File: config.mk
export PLATFORM = sky130hd
export DESIGN_NAME = escape_sequence_decoder_core_flat
export DESIGN_NICKNAME = d
export VERILOG_FILES = /design/src/hdl/esd_pkg.sv /design/src/hdl/esd_in_if.sv /design/src/hdl/esd_out_if.sv /design/src/hdl/esd_front.sv /design/src/hdl/esd_queue.sv /design/src/hdl/esd_back.sv /design/src/hdl/escape_sequence_decoder_core.sv /design/src/flat_wrapper.sv
export VERILOG_INCLUDE_DIRS = /design/src /design/src/hdl
export SDC_FILE = /design/constraint.sdc
export NUM_CORES = 1
export LEC_CHECK = 0
export BUFFER_PORTS_ARGS = -buffer_cell sky130_fd_sc_hd__buf_2
export CAP_MARGIN = 40
export CORE_MARGIN = 8
export CORE_UTILIZATION = 45
export CTS_CLUSTER_SIZE = 8
export DETAILED_ROUTE_END_ITERATION = 8
export PLACE_DENSITY = 0.66
export REMOVE_ABC_BUFFERS = 1
export SLEW_MARGIN = 10
export SYNTH_ARGS = -nofsm -noshare
export SYNTH_HDL_FRONTEND = slang
export SYNTH_HIERARCHICAL = 1
export SYNTH_SLANG_ARGS = --single-unit
File: constraint.sdc
create_clock -name clk -period 22 [get_ports clk]
set_input_delay 4.4 -clock clk [delete_from_list [all_inputs] [get_ports clk]]
set_output_delay 4.4 -clock clk [all_outputs]
set_load 0.01 [all_outputs]
File: src/hdl/escape_sequence_decoder_core_defines.svh
// Assertion helpers shared by the decoder modules.
`ifndef ESCAPE_SEQUENCE_DECODER_CORE_DEFINES_SVH
`define ESCAPE_SEQUENCE_DECODER_CORE_DEFINES_SVH

// Same-cycle implication, disabled during reset.
`define ESD_ASSERT_NOW(label, clk, rst_n, ante, cons, msg) \
    label: assert property (@(posedge clk) disable iff (!rst_n) (ante) |-> (cons)) \
        else $error(msg);

// Next-cycle implication, disabled during reset.
`define ESD_ASSERT_NEXT(label, clk, rst_n, ante, cons, msg) \
    label: assert property (@(posedge clk) disable iff (!rst_n) (ante) |=> (cons)) \
        else $error(msg);

`endif

File: src/hdl/esd_pkg.sv
package esd_pkg;

    // Most results one input byte can cause
    localparam int unsigned MAX_RESULTS     = 6;
    localparam int unsigned RES_IDX_W       = $clog2(MAX_RESULTS);
    localparam int unsigned RES_CNT_W       = $clog2(MAX_RESULTS + 1);
    localparam int unsigned QUEUE_DEPTH_DEF = 4;

    typedef enum logic [1:0] {
        KIND_DATA = 2'd0,
        KIND_OK   = 2'd1,
        KIND_FAIL = 2'd2
    } kind_t;

    typedef struct packed {
        logic [7:0] data;
        kind_t      kind;
    } res_t;

    // All results of one input byte, in emission order from entry 0
    typedef struct packed {
        logic [RES_CNT_W-1:0]         count;
        res_t [MAX_RESULTS-1:0]       res;
    } job_t;

endpackage

File: src/hdl/esd_in_if.sv
interface esd_in_if;
    logic       valid;
    logic       ready;
    logic [7:0] in_byte;
    logic       end_of_text;

    modport source (output valid, output in_byte, output end_of_text, input ready);
    modport sink   (input valid, input in_byte, input end_of_text, output ready);
endinterface

File: src/hdl/esd_out_if.sv
interface esd_out_if;
    logic       valid;
    logic       ready;
    logic [7:0] out_byte;
    logic [1:0] kind;
    logic       last_of_run;

    modport source (output valid, output out_byte, output kind, output last_of_run,
                    input ready);
    modport sink   (input valid, input out_byte, input kind, input last_of_run,
                    output ready);
endinterface

File: src/hdl/esd_front.sv
`include "escape_sequence_decoder_core_defines.svh"

module esd_front
(
    input  logic          clk,
    input  logic          rst_n,
    esd_in_if.sink        in_ch,
    input  logic          q_full,
    output logic          push,
    output esd_pkg::job_t job
);

    typedef enum logic [2:0] {
        MODE_NORMAL = 3'd0,
        MODE_ESC    = 3'd1,
        MODE_HEX2   = 3'd2,
        MODE_HEX4   = 3'd3,
        MODE_HEX8   = 3'd4,
        MODE_OCT    = 3'd5
    } mode_t;

    localparam logic [7:0] CH_BSLASH = 8'h5C;
    localparam logic [7:0] CH_LBRACE = 8'h7B;
    localparam logic [7:0] CH_NL     = 8'h0A;
    localparam logic [7:0] CH_SQUOTE = 8'h27;
    localparam logic [7:0] CH_DQUOTE = 8'h22;
    localparam logic [7:0] CH_QMARK  = 8'h3F;
    localparam logic [7:0] CH_A_LO   = 8'h61;
    localparam logic [7:0] CH_B_LO   = 8'h62;
    localparam logic [7:0] CH_F_LO   = 8'h66;
    localparam logic [7:0] CH_N_LO   = 8'h6E;
    localparam logic [7:0] CH_R_LO   = 8'h72;
    localparam logic [7:0] CH_T_LO   = 8'h74;
    localparam logic [7:0] CH_V_LO   = 8'h76;
    localparam logic [7:0] CH_H_LO   = 8'h68;
    localparam logic [7:0] CH_U_LO   = 8'h75;
    localparam logic [7:0] CH_U_UP   = 8'h55;

    localparam logic [3:0] HEX2_LEN = 4'd2;
    localparam logic [3:0] HEX4_LEN = 4'd4;
    localparam logic [3:0] HEX8_LEN = 4'd8;
    localparam logic [3:0] OCT_LEN  = 4'd3;

    mode_t       mode_reg, mode_next;
    logic [3:0]  cnt_reg, cnt_next;
    logic [31:0] val_reg, val_next;
    logic        start_reg, start_next;
    logic        failed_reg, failed_next;

    logic [7:0]  c;
    logic        eot;
    logic        take_fire;
    logic        is_hex, is_oct;
    logic [3:0]  hv;
    logic [3:0]  lim;
    logic [3:0]  cnt_inc;

    // take-step outputs
    logic        tk_fail, tk_byte, tk_flush, tk_plain;
    logic [7:0]  tk_byte_val;
    logic [31:0] tk_flush_val;
    mode_t       m1;
    logic [3:0]  n1;
    logic [31:0] v1;

    // digit-run conversion
    mode_t       fl_mode;
    logic [31:0] fl_val;
    logic        fl_uni, fl_fail;
    logic [2:0]  fl_n;
    logic [3:0][7:0] fl_bytes;

    esd_pkg::job_t jb;

    function automatic esd_pkg::job_t add_res(input esd_pkg::job_t j, input logic [7:0] d,
                                              input esd_pkg::kind_t k);
        esd_pkg::job_t r;
        r = j;
        r.res[j.count[esd_pkg::RES_IDX_W-1:0]] = '{data: d, kind: k};
        r.count = j.count + esd_pkg::RES_CNT_W'(1);
        return r;
    endfunction

    assign c           = in_ch.in_byte;
    assign eot         = in_ch.end_of_text;
    assign in_ch.ready = !q_full;
    assign take_fire   = in_ch.valid && in_ch.ready;
    assign cnt_inc     = cnt_reg + 4'd1;

    // character classes
    always_comb
    begin
        is_hex = 1'b1;
        hv     = 4'd0;
        if (c >= 8'h30 && c <= 8'h39)
            hv = c[3:0];
        else if ((c >= 8'h61 && c <= 8'h66) || (c >= 8'h41 && c <= 8'h46))
            hv = c[3:0] + 4'd9;
        else
            is_hex = 1'b0;
    end

    assign is_oct = (c[7:3] == 5'b00110);

    always_comb
    begin
        case (mode_reg)
            MODE_HEX2: lim = HEX2_LEN;
            MODE_HEX4: lim = HEX4_LEN;
            default:   lim = HEX8_LEN;
        endcase
    end

    // classify the byte against the current mode
    always_comb
    begin
        tk_fail      = 1'b0;
        tk_byte      = 1'b0;
        tk_byte_val  = 8'd0;
        tk_flush     = 1'b0;
        tk_flush_val = val_reg;
        tk_plain     = 1'b0;
        m1           = mode_reg;
        n1           = cnt_reg;
        v1           = val_reg;
        case (mode_reg)
            MODE_ESC:
            begin
                m1 = MODE_NORMAL;
                case (c)
                    CH_NL:
                    begin
                    end
                    CH_SQUOTE, CH_DQUOTE, CH_QMARK, CH_BSLASH, CH_LBRACE:
                    begin
                        tk_byte     = 1'b1;
                        tk_byte_val = c;
                    end
                    CH_A_LO: begin tk_byte = 1'b1; tk_byte_val = 8'd7;  end
                    CH_B_LO: begin tk_byte = 1'b1; tk_byte_val = 8'd8;  end
                    CH_F_LO: begin tk_byte = 1'b1; tk_byte_val = 8'd12; end
                    CH_N_LO: begin tk_byte = 1'b1; tk_byte_val = 8'd10; end
                    CH_R_LO: begin tk_byte = 1'b1; tk_byte_val = 8'd13; end
                    CH_T_LO: begin tk_byte = 1'b1; tk_byte_val = 8'd9;  end
                    CH_V_LO: begin tk_byte = 1'b1; tk_byte_val = 8'd11; end
                    CH_H_LO: begin m1 = MODE_HEX2; n1 = 4'd0; v1 = 32'd0; end
                    CH_U_LO: begin m1 = MODE_HEX4; n1 = 4'd0; v1 = 32'd0; end
                    CH_U_UP: begin m1 = MODE_HEX8; n1 = 4'd0; v1 = 32'd0; end
                    default:
                    begin
                        if (is_oct)
                        begin
                            m1 = MODE_OCT;
                            n1 = 4'd1;
                            v1 = {29'd0, c[2:0]};
                        end
                        else
                        begin
                            tk_fail = 1'b1;
                            n1      = 4'd0;
                            v1      = 32'd0;
                        end
                    end
                endcase
            end
            MODE_HEX2, MODE_HEX4, MODE_HEX8:
            begin
                if (is_hex)
                begin
                    v1 = {val_reg[27:0], hv};
                    n1 = cnt_inc;
                    if (cnt_inc >= lim)
                    begin
                        tk_flush     = 1'b1;
                        tk_flush_val = {val_reg[27:0], hv};
                        m1           = MODE_NORMAL;
                        n1           = 4'd0;
                        v1           = 32'd0;
                    end
                end
                else
                begin
                    if (cnt_reg == 4'd0)
                        tk_fail = 1'b1;
                    else
                    begin
                        tk_flush = 1'b1;
                        tk_plain = 1'b1;
                    end
                    m1 = MODE_NORMAL;
                    n1 = 4'd0;
                    v1 = 32'd0;
                end
            end
            MODE_OCT:
            begin
                if (is_oct)
                begin
                    v1 = {val_reg[28:0], c[2:0]};
                    n1 = cnt_inc;
                    if (cnt_inc >= OCT_LEN)
                    begin
                        tk_flush     = 1'b1;
                        tk_flush_val = {val_reg[28:0], c[2:0]};
                        m1           = MODE_NORMAL;
                        n1           = 4'd0;
                        v1           = 32'd0;
                    end
                end
                else
                begin
                    tk_flush = 1'b1;
                    tk_plain = 1'b1;
                    m1       = MODE_NORMAL;
                    n1       = 4'd0;
                    v1       = 32'd0;
                end
            end
            default:
                tk_plain = 1'b1;
        endcase
    end

    // convert a finished digit run: one byte, or UTF-8 for u/U
    assign fl_mode = tk_flush ? mode_reg : m1;
    assign fl_val  = tk_flush ? tk_flush_val : v1;
    assign fl_uni  = (fl_mode == MODE_HEX4) || (fl_mode == MODE_HEX8);
    assign fl_fail = fl_uni && ((fl_val > 32'h0010_FFFF) ||
                                (fl_val >= 32'h0000_D800 && fl_val <= 32'h0000_DFFF));

    always_comb
    begin
        fl_n     = 3'd1;
        fl_bytes = '0;
        if (!fl_uni || fl_val < 32'h80)
            fl_bytes[0] = fl_val[7:0];
        else if (fl_val < 32'h800)
        begin
            fl_n        = 3'd2;
            fl_bytes[0] = {3'b110, fl_val[10:6]};
            fl_bytes[1] = {2'b10, fl_val[5:0]};
        end
        else if (fl_val < 32'h1_0000)
        begin
            fl_n        = 3'd3;
            fl_bytes[0] = {4'b1110, fl_val[15:12]};
            fl_bytes[1] = {2'b10, fl_val[11:6]};
            fl_bytes[2] = {2'b10, fl_val[5:0]};
        end
        else
        begin
            fl_n        = 3'd4;
            fl_bytes[0] = {5'b11110, fl_val[20:18]};
            fl_bytes[1] = {2'b10, fl_val[17:12]};
            fl_bytes[2] = {2'b10, fl_val[11:6]};
            fl_bytes[3] = {2'b10, fl_val[5:0]};
        end
    end

    // assemble the results of this byte and the next state
    always_comb
    begin
        jb          = '0;
        mode_next   = mode_reg;
        cnt_next    = cnt_reg;
        val_next    = val_reg;
        failed_next = failed_reg;
        if (start_reg && eot)
        begin
            // one-byte text passes through
            jb = add_res(jb, c, esd_pkg::KIND_DATA);
            jb = add_res(jb, 8'd0, esd_pkg::KIND_OK);
        end
        else if (!failed_reg)
        begin
            mode_next = m1;
            cnt_next  = n1;
            val_next  = v1;
            if (tk_fail)
            begin
                jb          = add_res(jb, 8'd0, esd_pkg::KIND_FAIL);
                failed_next = 1'b1;
            end
            if (tk_byte)
                jb = add_res(jb, tk_byte_val, esd_pkg::KIND_DATA);
            if (tk_flush)
            begin
                if (fl_fail)
                begin
                    jb          = add_res(jb, 8'd0, esd_pkg::KIND_FAIL);
                    failed_next = 1'b1;
                end
                else
                begin
                    for (int k = 0; k < 4; k++)
                        if (3'(k) < fl_n)
                            jb = add_res(jb, fl_bytes[k], esd_pkg::KIND_DATA);
                end
            end
            if (tk_plain && !failed_next)
            begin
                if (c == CH_BSLASH)
                    mode_next = MODE_ESC;
                else
                    jb = add_res(jb, c, esd_pkg::KIND_DATA);
            end
            // end of text: close any open escape or run
            if (eot && !failed_next)
            begin
                if (mode_next == MODE_ESC)
                begin
                    jb          = add_res(jb, 8'd0, esd_pkg::KIND_FAIL);
                    failed_next = 1'b1;
                end
                else if (mode_next == MODE_HEX2 || mode_next == MODE_HEX4 ||
                         mode_next == MODE_HEX8 || mode_next == MODE_OCT)
                begin
                    if (cnt_next == 4'd0 || fl_fail)
                    begin
                        jb          = add_res(jb, 8'd0, esd_pkg::KIND_FAIL);
                        failed_next = 1'b1;
                    end
                    else
                    begin
                        for (int k = 0; k < 4; k++)
                            if (3'(k) < fl_n)
                                jb = add_res(jb, fl_bytes[k], esd_pkg::KIND_DATA);
                    end
                end
                if (!failed_next)
                    jb = add_res(jb, 8'd0, esd_pkg::KIND_OK);
            end
        end
        start_next = 1'b0;
        if (eot)
        begin
            mode_next   = MODE_NORMAL;
            cnt_next    = 4'd0;
            val_next    = 32'd0;
            start_next  = 1'b1;
            failed_next = 1'b0;
        end
    end

    assign push = take_fire && (jb.count != '0);
    assign job  = jb;

    // decoder state
    always_ff @(posedge clk or negedge rst_n)
    begin
        if (!rst_n)
        begin
            mode_reg   <= MODE_NORMAL;
            cnt_reg    <= 4'd0;
            val_reg    <= 32'd0;
            start_reg  <= 1'b1;
            failed_reg <= 1'b0;
        end
        else if (take_fire)
        begin
            mode_reg   <= mode_next;
            cnt_reg    <= cnt_next;
            val_reg    <= val_next;
            start_reg  <= start_next;
            failed_reg <= failed_next;
        end
    end

    `ESD_ASSERT_NOW(a_fail_closes_run, clk, rst_n, failed_reg, mode_reg == MODE_NORMAL && cnt_reg == 4'd0 && val_reg == 32'd0, "failed text left a run open")
    `ESD_ASSERT_NOW(a_start_not_failed, clk, rst_n, start_reg, !failed_reg && mode_reg == MODE_NORMAL, "text start with stale state")

endmodule

File: src/hdl/esd_queue.sv
`include "escape_sequence_decoder_core_defines.svh"

module esd_queue #(
    parameter int unsigned DEPTH = esd_pkg::QUEUE_DEPTH_DEF  // 2 or more
)
(
    input  logic          clk,
    input  logic          rst_n,
    input  logic          push,
    input  esd_pkg::job_t wr_job,
    input  logic          pop,
    output logic          full,
    output logic          empty,
    output esd_pkg::job_t head
);

    localparam int unsigned PTR_W = $clog2(DEPTH);
    localparam int unsigned CNT_W = $clog2(DEPTH + 1);

    esd_pkg::job_t      slots [DEPTH];
    logic [PTR_W-1:0]   wr_ptr_reg, wr_ptr_next;
    logic [PTR_W-1:0]   rd_ptr_reg, rd_ptr_next;
    logic [CNT_W-1:0]   cnt_reg, cnt_next;

    assign full  = (cnt_reg == CNT_W'(DEPTH));
    assign empty = (cnt_reg == '0);
    assign head  = slots[rd_ptr_reg];

    // pointer and fill count update
    always_comb
    begin
        wr_ptr_next = wr_ptr_reg;
        rd_ptr_next = rd_ptr_reg;
        cnt_next    = cnt_reg;
        if (push)
            wr_ptr_next = (wr_ptr_reg == PTR_W'(DEPTH - 1)) ? '0 : wr_ptr_reg + 1'b1;
        if (pop)
            rd_ptr_next = (rd_ptr_reg == PTR_W'(DEPTH - 1)) ? '0 : rd_ptr_reg + 1'b1;
        if (push && !pop)
            cnt_next = cnt_reg + 1'b1;
        else if (pop && !push)
            cnt_next = cnt_reg - 1'b1;
    end

    always_ff @(posedge clk or negedge rst_n)
    begin
        if (!rst_n)
        begin
            wr_ptr_reg <= '0;
            rd_ptr_reg <= '0;
            cnt_reg    <= '0;
        end
        else
        begin
            wr_ptr_reg <= wr_ptr_next;
            rd_ptr_reg <= rd_ptr_next;
            cnt_reg    <= cnt_next;
        end
    end

    // job storage
    always_ff @(posedge clk)
    begin
        if (push)
            slots[wr_ptr_reg] <= wr_job;
    end

    `ESD_ASSERT_NOW(a_no_push_full, clk, rst_n, push, !full, "job pushed into full queue")
    `ESD_ASSERT_NOW(a_no_pop_empty, clk, rst_n, pop, !empty, "job popped from empty queue")

endmodule

File: src/hdl/esd_back.sv
`include "escape_sequence_decoder_core_defines.svh"

module esd_back
(
    input  logic          clk,
    input  logic          rst_n,
    input  esd_pkg::job_t head,
    input  logic          q_empty,
    output logic          pop,
    esd_out_if.source     out_ch
);

    logic [esd_pkg::RES_IDX_W-1:0] idx_reg;
    logic                          valid_reg;
    logic [7:0]                    byte_reg;
    esd_pkg::kind_t                kind_reg;
    logic                          last_reg;

    esd_pkg::res_t cur;
    logic          load;
    logic          is_last;

    // walk the head job one result per cycle into the output register, while it is empty or being taken
    assign cur     = head.res[idx_reg];
    assign is_last = (esd_pkg::RES_CNT_W'(idx_reg) + esd_pkg::RES_CNT_W'(1)) == head.count;
    assign load    = !q_empty && (!valid_reg || out_ch.ready);
    assign pop     = load && is_last;

    always_ff @(posedge clk or negedge rst_n)
    begin
        if (!rst_n)
        begin
            valid_reg <= 1'b0;
            idx_reg   <= '0;
        end
        else if (load)
        begin
            valid_reg <= 1'b1;
            idx_reg   <= is_last ? '0 : idx_reg + 1'b1;
        end
        else if (out_ch.ready)
            valid_reg <= 1'b0;
    end

    // output payload
    always_ff @(posedge clk)
    begin
        if (load)
        begin
            byte_reg <= cur.data;
            kind_reg <= cur.kind;
            last_reg <= is_last;
        end
    end

    assign out_ch.valid       = valid_reg;
    assign out_ch.out_byte    = byte_reg;
    assign out_ch.kind        = kind_reg;
    assign out_ch.last_of_run = last_reg;

    `ESD_ASSERT_NEXT(a_pop_rewinds, clk, rst_n, pop, idx_reg == '0, "result index not rewound after job")
    `ESD_ASSERT_NOW(a_status_is_last, clk, rst_n, valid_reg && kind_reg != esd_pkg::KIND_DATA, last_reg, "status result not last of its byte")

endmodule

File: src/hdl/escape_sequence_decoder_core.sv
// Escape sequence decoder.
// in_ch carries one text byte per item plus end_of_text on the last byte of
// a text; out_ch carries decoded bytes (kind 0), then one status item per
// text: kind 1 when the text decoded cleanly, kind 2 on the first error
// (the rest of that text is then dropped). last_of_run marks the final
// result caused by one input byte; a byte may cause none (e.g. backslash).
// Both channels use valid/ready; an item moves when both are high.
// A byte accepted on in_ch has its results written to the job queue as one
// job, from whose head they are loaded into the output register.
// Throughput: one byte per cycle while each byte yields at most one result.
// The output side sends one result per cycle while the receiver is ready;
// a byte may yield up to 6 results (e.g. a 4-byte UTF-8 code point
// plus a trailing byte and status); the job queue of QUEUE_DEPTH entries
// absorbs such bursts and in_ch.ready drops only when that queue is full.
// A stalled receiver holds the output register and fills the queue.
// Reset clears decoder state, queue and output register; the first byte
// after reset starts a new text.
module escape_sequence_decoder_core #(
    parameter int unsigned QUEUE_DEPTH = esd_pkg::QUEUE_DEPTH_DEF
)
(
    input  logic       clk,
    input  logic       rst_n,
    esd_in_if.sink     in_ch,
    esd_out_if.source  out_ch
);

    logic          push;
    logic          pop;
    logic          q_full;
    logic          q_empty;
    esd_pkg::job_t wr_job;
    esd_pkg::job_t head;

    esd_front u_front
    (
        .clk    (clk),
        .rst_n  (rst_n),
        .in_ch  (in_ch),
        .q_full (q_full),
        .push   (push),
        .job    (wr_job)
    );

    esd_queue #(
        .DEPTH (QUEUE_DEPTH)
    ) u_queue
    (
        .clk    (clk),
        .rst_n  (rst_n),
        .push   (push),
        .wr_job (wr_job),
        .pop    (pop),
        .full   (q_full),
        .empty  (q_empty),
        .head   (head)
    );

    esd_back u_back
    (
        .clk     (clk),
        .rst_n   (rst_n),
        .head    (head),
        .q_empty (q_empty),
        .pop     (pop),
        .out_ch  (out_ch)
    );

endmodule

File: src/flat_wrapper.sv
// flat-port wrapper written by rule: the top's interface ports become plain ports
module escape_sequence_decoder_core_flat 
#(
    parameter int unsigned QUEUE_DEPTH = esd_pkg::QUEUE_DEPTH_DEF
)
  (clk, rst_n, in_ch_valid, in_ch_in_byte, in_ch_end_of_text, in_ch_ready, out_ch_valid, out_ch_out_byte, out_ch_kind, out_ch_last_of_run, out_ch_ready);
  esd_in_if in_ch_i ();
  esd_out_if out_ch_i ();
  input  logic clk;
  input  logic rst_n;
  input wire logic [$bits(in_ch_i.valid)-1:0] in_ch_valid;
  input wire logic [$bits(in_ch_i.in_byte)-1:0] in_ch_in_byte;
  input wire logic [$bits(in_ch_i.end_of_text)-1:0] in_ch_end_of_text;
  output wire logic [$bits(in_ch_i.ready)-1:0] in_ch_ready;
  output wire logic [$bits(out_ch_i.valid)-1:0] out_ch_valid;
  output wire logic [$bits(out_ch_i.out_byte)-1:0] out_ch_out_byte;
  output wire logic [$bits(out_ch_i.kind)-1:0] out_ch_kind;
  output wire logic [$bits(out_ch_i.last_of_run)-1:0] out_ch_last_of_run;
  input wire logic [$bits(out_ch_i.ready)-1:0] out_ch_ready;
  assign in_ch_i.valid = in_ch_valid;
  assign in_ch_i.in_byte = in_ch_in_byte;
  assign in_ch_i.end_of_text = in_ch_end_of_text;
  assign in_ch_ready = in_ch_i.ready;
  assign out_ch_valid = out_ch_i.valid;
  assign out_ch_out_byte = out_ch_i.out_byte;
  assign out_ch_kind = out_ch_i.kind;
  assign out_ch_last_of_run = out_ch_i.last_of_run;
  assign out_ch_i.ready = out_ch_ready;
  escape_sequence_decoder_core #(.QUEUE_DEPTH(QUEUE_DEPTH)) u_core (.clk(clk), .rst_n(rst_n), .in_ch(in_ch_i), .out_ch(out_ch_i));
endmodule
# Word level (Yosys, flattened, before mapping)
# Memory sizes are Yosys's and may differ from the RTL's.
# Index checks and enable logic that the tools add are counted.
[word_totals] mem_bits_rw=252 input_bits=13 regBits=63 out_inout_bits=13 elab_cells=365 n_memories=1
[classes] bitwise=9 n_reduce_logical=55 n_mux=193 magnitude_cmp=41 n_eq_ne=35 add_sub_neg=18
[memory_table] name="u_core.u_queue.slots" depth=4 width=63 rd=1 rd_ports_with_merged_regs=0 write_ports=1 line="esd_queue.sv:20" source="esd_pkg::job_t slots [DEPTH];"
[op_table] operator="2-to-1 mux 63 bit" count=61
[op_table] operator="bitwise mux 60 bit" count=10
[op_table] operator="2-to-1 mux 32 bit" count=12
[op_table] operator="demux 10 bit (select 3 bit)" count=11
[op_table] operator="bitwise AND 54 bit" count=3
[op_table] operator="inverter 54 bit" count=3
[op_table] operator="one-hot mux 32 bit (2 select lines)" count=2
[op_table] operator="2-to-1 mux 10 bit" count=12
[op_table] operator="equality test 8 x 7 -> 1 bit (second input constant)" count=12
[op_table] operator="one-hot mux 32 bit (3 select lines)" count=1
[op_table] operator="one-hot mux 8 bit (8 select lines)" count=1
[op_table] operator="2-to-1 mux 61 bit" count=1
[op_table] operator="2-to-1 mux 3 bit" count=20
[op_table] operator="less-than comparator 3 x 4 -> 1 bit (second input constant)" count=12
[op_table] operator="adder 3 x 1 -> 3 bit (second input constant)" count=13
[op_table] operator="2-to-1 mux 4 bit" count=9
[op_table] operator="2-to-1 mux 1 bit" count=35
[op_table] operator="greater-or-equal comparator 3 x 1 -> 1 bit (second input constant)" count=11
[op_table] operator="greater-or-equal comparator 32 x 16 -> 1 bit (second input constant)" count=1
[op_table] operator="greater-than comparator 32 x 21 -> 1 bit (second input constant)" count=1
[op_table] operator="<= comparator 32 x 16 -> 1 bit (second input constant)" count=1
[op_table] operator="less-than comparator 32 x 12 -> 1 bit (second input constant)" count=1
[op_table] operator="less-than comparator 32 x 17 -> 1 bit (second input constant)" count=1
[op_table] operator="less-than comparator 32 x 8 -> 1 bit (second input constant)" count=1
[op_table] operator="other kinds (48)" count=116

# Logic depth before layout (Yosys ltp)
[logic_depth] depth_word=131 mapped_depth=57 depth_no_buf=51

# Cells and area by module
# The synthesis kept the hierarchy.
[modules_own_cells] mod="esd_front" seq_area_each_um2=1027.2 cells_per_inst=1650 area_each_um2=10851.7 instances=1
[modules_own_cells] mod="esd_queue" seq_area_each_um2=7742.4 cells_per_inst=366 area_each_um2=9509.1 instances=1
[modules_own_cells] mod="esd_back" seq_area_each_um2=430.4 cells_per_inst=81 area_each_um2=1051.0 instances=1

# Worst setup path before layout
# No wires, ideal clock.
[synth_path] path_kind="in2reg" startpoint="input port in_ch_in_byte[0]" endpoint="memory u_core/u_queue/slots[3][0] in the netlist's numbering (enable)" t_required_ns=21.573 path_buffers=6 slack_ns=5.858 setup_time_ns=0.427 stages=49 arrival_ns=15.714 path_cell_list="clkbuf_1 -> inv_1 -> ha_1 -> nor3b_1 -> a211o_1 -> o31a_1 -> buf_2 -> nor2_1 -> a21boi_4 -> a222oi_1 -> nand2_2 -> o31ai_4 -> inv_1 -> clkbuf_1 -> buf_1 -> fa_1 -> clkbuf_1 -> xnor2_1 -> [13 not listed] -> nand2_1 -> ha_1 -> a22oi_1 -> nand2_1 -> ha_1 -> nor2_1 -> nor2_1 -> o21a_1 -> nor2_1 -> o21ai_0 -> ha_1 -> nand2_1 -> o211ai_1 -> o211ai_1 -> nand2_1 -> nor2_1 -> a31oi_1 -> and2_1"
[synth_rtl] element="from (decl)" line="flat_wrapper.sv:12" source="input wire logic [$bits(in_ch_i.in_byte)-1:0] in_ch_in_byte;"
[synth_rtl] element="to (decl)" line="esd_queue.sv:20"

==> qor.csv <==
stage,metric,value,unit
clock_network,CTS Hold Bufs,0,
global_routing,total congestion overflow,0,
die,Core ar.,47300,um2
die,Initial Utilization,45.2,%
yosys,Yosys cell types,111,
yosys,Mapped Cells,2097,
routing,WL met1,33400,um
sta,RSZ-0062 raised after global routing,no,
cells_and_area,Area Overhead vs Synth,11.0,%
placement,GP Congestion,1.06,
run,# Max-Cap Violations,0,
critical_path,cell repeated most along the worst path,ha_1,
clock_network,CTS max path bufs,3,
clock_network,CTS tree,done,
yosys,Synth async-reset ratio,16.5,%
clock_network,CTS resizes,0,
sta,Final Slew Violations,0,
yosys,Synth Register Bits,315,
yosys,Synth area leader,edfxtp_1,
power_and_ir_drop,power density cells,83.0,nW/um2
sta,endpoints failing setup,0,
sta,Final Skew,36.8,ps
critical_path,CP peak stage delay,800,ps
clock_network,CTS Buf Count,45,
power_and_ir_drop,leakage,8.20,nW
critical_path,"Req. time, crit path",22190,ps
yosys,synth warn,6,
routing,Total Wirelength,85300,um
routing,met2 routed WL,38000,um
yosys,register area share after synthesis,43.0,%
routing,Post-DRT Antenna Nets,0,
routing,1st-pass router iterations,7,
sta,minimum clock period,17680,ps
routing,Initial DRC Count,2621,
sta,count of final hold-check violations,0,
critical_path,"Data arrival, critical path",17870,ps
die,IO Pins,26,
clock_network,Post-CTS Setup Inserts,0,
critical_path,Buf/Inv on CP,9,
run_status,status,completed,
die,die span in x,234,um
clock_network,htree depth,2,
clock_network,worst skew pair latency,570,ps
cells_and_area,"Core Util, Final",50.2,%
global_routing,initial antenna violation count,6,
cells_and_area,layout cells sized above 1,14.9,%
critical_path,worst-path fanout max,29,
die,FP Rows,80,
routing,routed wl met3,9290,um
power_and_ir_drop,maximum VDD drop,0.0000584,V
die,Die Y,234,um
yosys,"Primary FF master, synth",edfxtp_1,
clock_network,total clock sinks,315,
critical_path,type of origin of the critical path,input pin,
cells_and_area,Final nets,2145,
cells_and_area,max FFs per register,252,
global_routing,pin count of the biggest net entering global routing,54,
placement,Placed Instance Area,22500,um2
routing,Post-route DRC,0,
placement,Port Buffer Count,25,
cells_and_area,Post-Layout Inst Area,23800,um2
clock_network,CTS root buffer,clkbuf_16,
yosys,post-synth top area share,36.9,%
critical_path,WS Path Type,in -> reg,
sta,Tcrit/Tclk final,80.4,%
die,die footprint,54800,um2
sta,setup TNS,0,ps
sta,Least-Margin Pin Slew,1030,ps
routing,wire per inst,31.1,um
critical_path,"CP delay by family, top",compound AO/OA/AOI/OAI gates,
yosys,cell area after synthesis,21400,um2
hold_path,min-delay worst type,reg -> reg,
sta,Rel. slew slack,31.3,%
yosys,"top cells by area, synth","edfxtp_1 37%, mux4_2 7.7%, dfrtp_1 6.0%",
routing,via density per instance,7.11,
yosys,syn avg cell area,10.2,um2
yosys,Synth top cells by count,"263 x edfxtp_1, 201 x nand2_1, 149 x o21ai_0",
clock_network,clock transition at the registers of the reported paths,50,ps
critical_path,Worst setup EP type,flip-flop,
critical_path,CP max stage cell,fa_1,
yosys,number of synthesized flops with an enable pin,263,
global_routing,vias in the first global route,18500,
yosys,top-count cell post-synth,edfxtp_1,
placement,DP HPWL,61900,um
routing,via count,19500,
sta,FMAX,0.0566,GHz
global_routing,first-pass GRT wire length,125000,um
routing,highest routed layer,met5,
global_routing,All-Layer GR Usage,30.7,%
[stage by stage]
stage | total power (W) | cells | hold slack, ps | setup WS, ps
2_1_floorplan | 0.00117 | 1937 | 444 | 5340
3_3_place_gp | 0.00132 | 2642 | 459 | 4220
3_5_place_dp | 0.00135 | 2668 | 466 | 4150
4_1_cts | 0.00199 | 2735 | 471 | 4690
5_1_grt | 0.00205 | 2736 | 493 | 3530
6_report | 0.00197 | 2738 | 474 | 4320
[worst paths after layout]
check | from | to | slack (ps) | depth (start not counted)
setup / recovery | in_ch_in_byte[1] | u_core/u_queue/slots[3][34] | 4320 | 49
hold / removal | u_core/u_front/start_reg | u_core/u_front/start_reg | 470 | 2
setup reg to reg | u_core/u_front/mode_reg[2] | u_core/u_queue/slots[3][34] | 7420 | 49
hold reg to reg | u_core/u_front/start_reg | u_core/u_front/start_reg | 470 | 2
max in group asynchronous | rst_n | u_core/u_queue/rd_ptr_reg[0] | 17470 | 2
min in group asynchronous | rst_n | u_core/u_front/val_reg[30] | 3970 | 2
[worst reg2reg max path: cells and delay by family (launching register included)]
family,cells,cell delay (ps)
compound gates,17,4620
simple gates,15,3330
fa+ha+maj,8,3230
buf+inv,8,2200
flops,1,630
xor+xnor,1,180
[cell families after synthesis]
kind of cell	share of synthesized area, %
compound gates	25.4
simple gates	13.7
flops	43.0
buf+inv	4.16
mux	10.7
fa+ha+maj	1.88
xor+xnor	1.17
[per-layer routing]
layer | GRT usage, % | vias up
met4 | 14.3 | 4
met2 | 47.5 | 1281
met3 | 7.87 | 287
met1 | 40.2 | 9596
met5 | 0 | -
li1 | - | 8302
[where the power goes]
group	internal [W]	switching [W]	total [W]
clock network	0.000386	0.000244	0.000631
registers	0.000761	0.0000475	0.000808
logic	0.000247	0.000287	0.000533
total	0.00139	0.000578	0.00197
[final cells by class]
cell class	instances	area, um2
repair buffers	117	946
flip-flops and latches	315	9210
diodes	2	5.00
well taps	615	769
inverters	50	188
multi-input cells	1572	11400
clock inverters	2	36.3
clock buffers	65	1240
fillers	4265	23600
[cells in the final DEF, fill, tap and decap left out, types with 21 or more instances in the layout]
cell type  count
edfxtp_1     263
nand2_1      201
o21ai_0      149
nor2_1       143
a21oi_1      123
buf_4         76
mux4_2        73
a22oi_1       66
o211ai_1      52
dfrtp_1       49
nand3_1       48
clkbuf_16     47
mux2i_1       46
inv_1         45
o22ai_1       45
nor3_1        39
buf_2         30
ha_1          29
a22o_1        27
and2_1        26
a31oi_1       26
a211oi_1      24
a21o_1        23
o31ai_1       21
No activity file was read; power rests on OpenSTA's default activity.
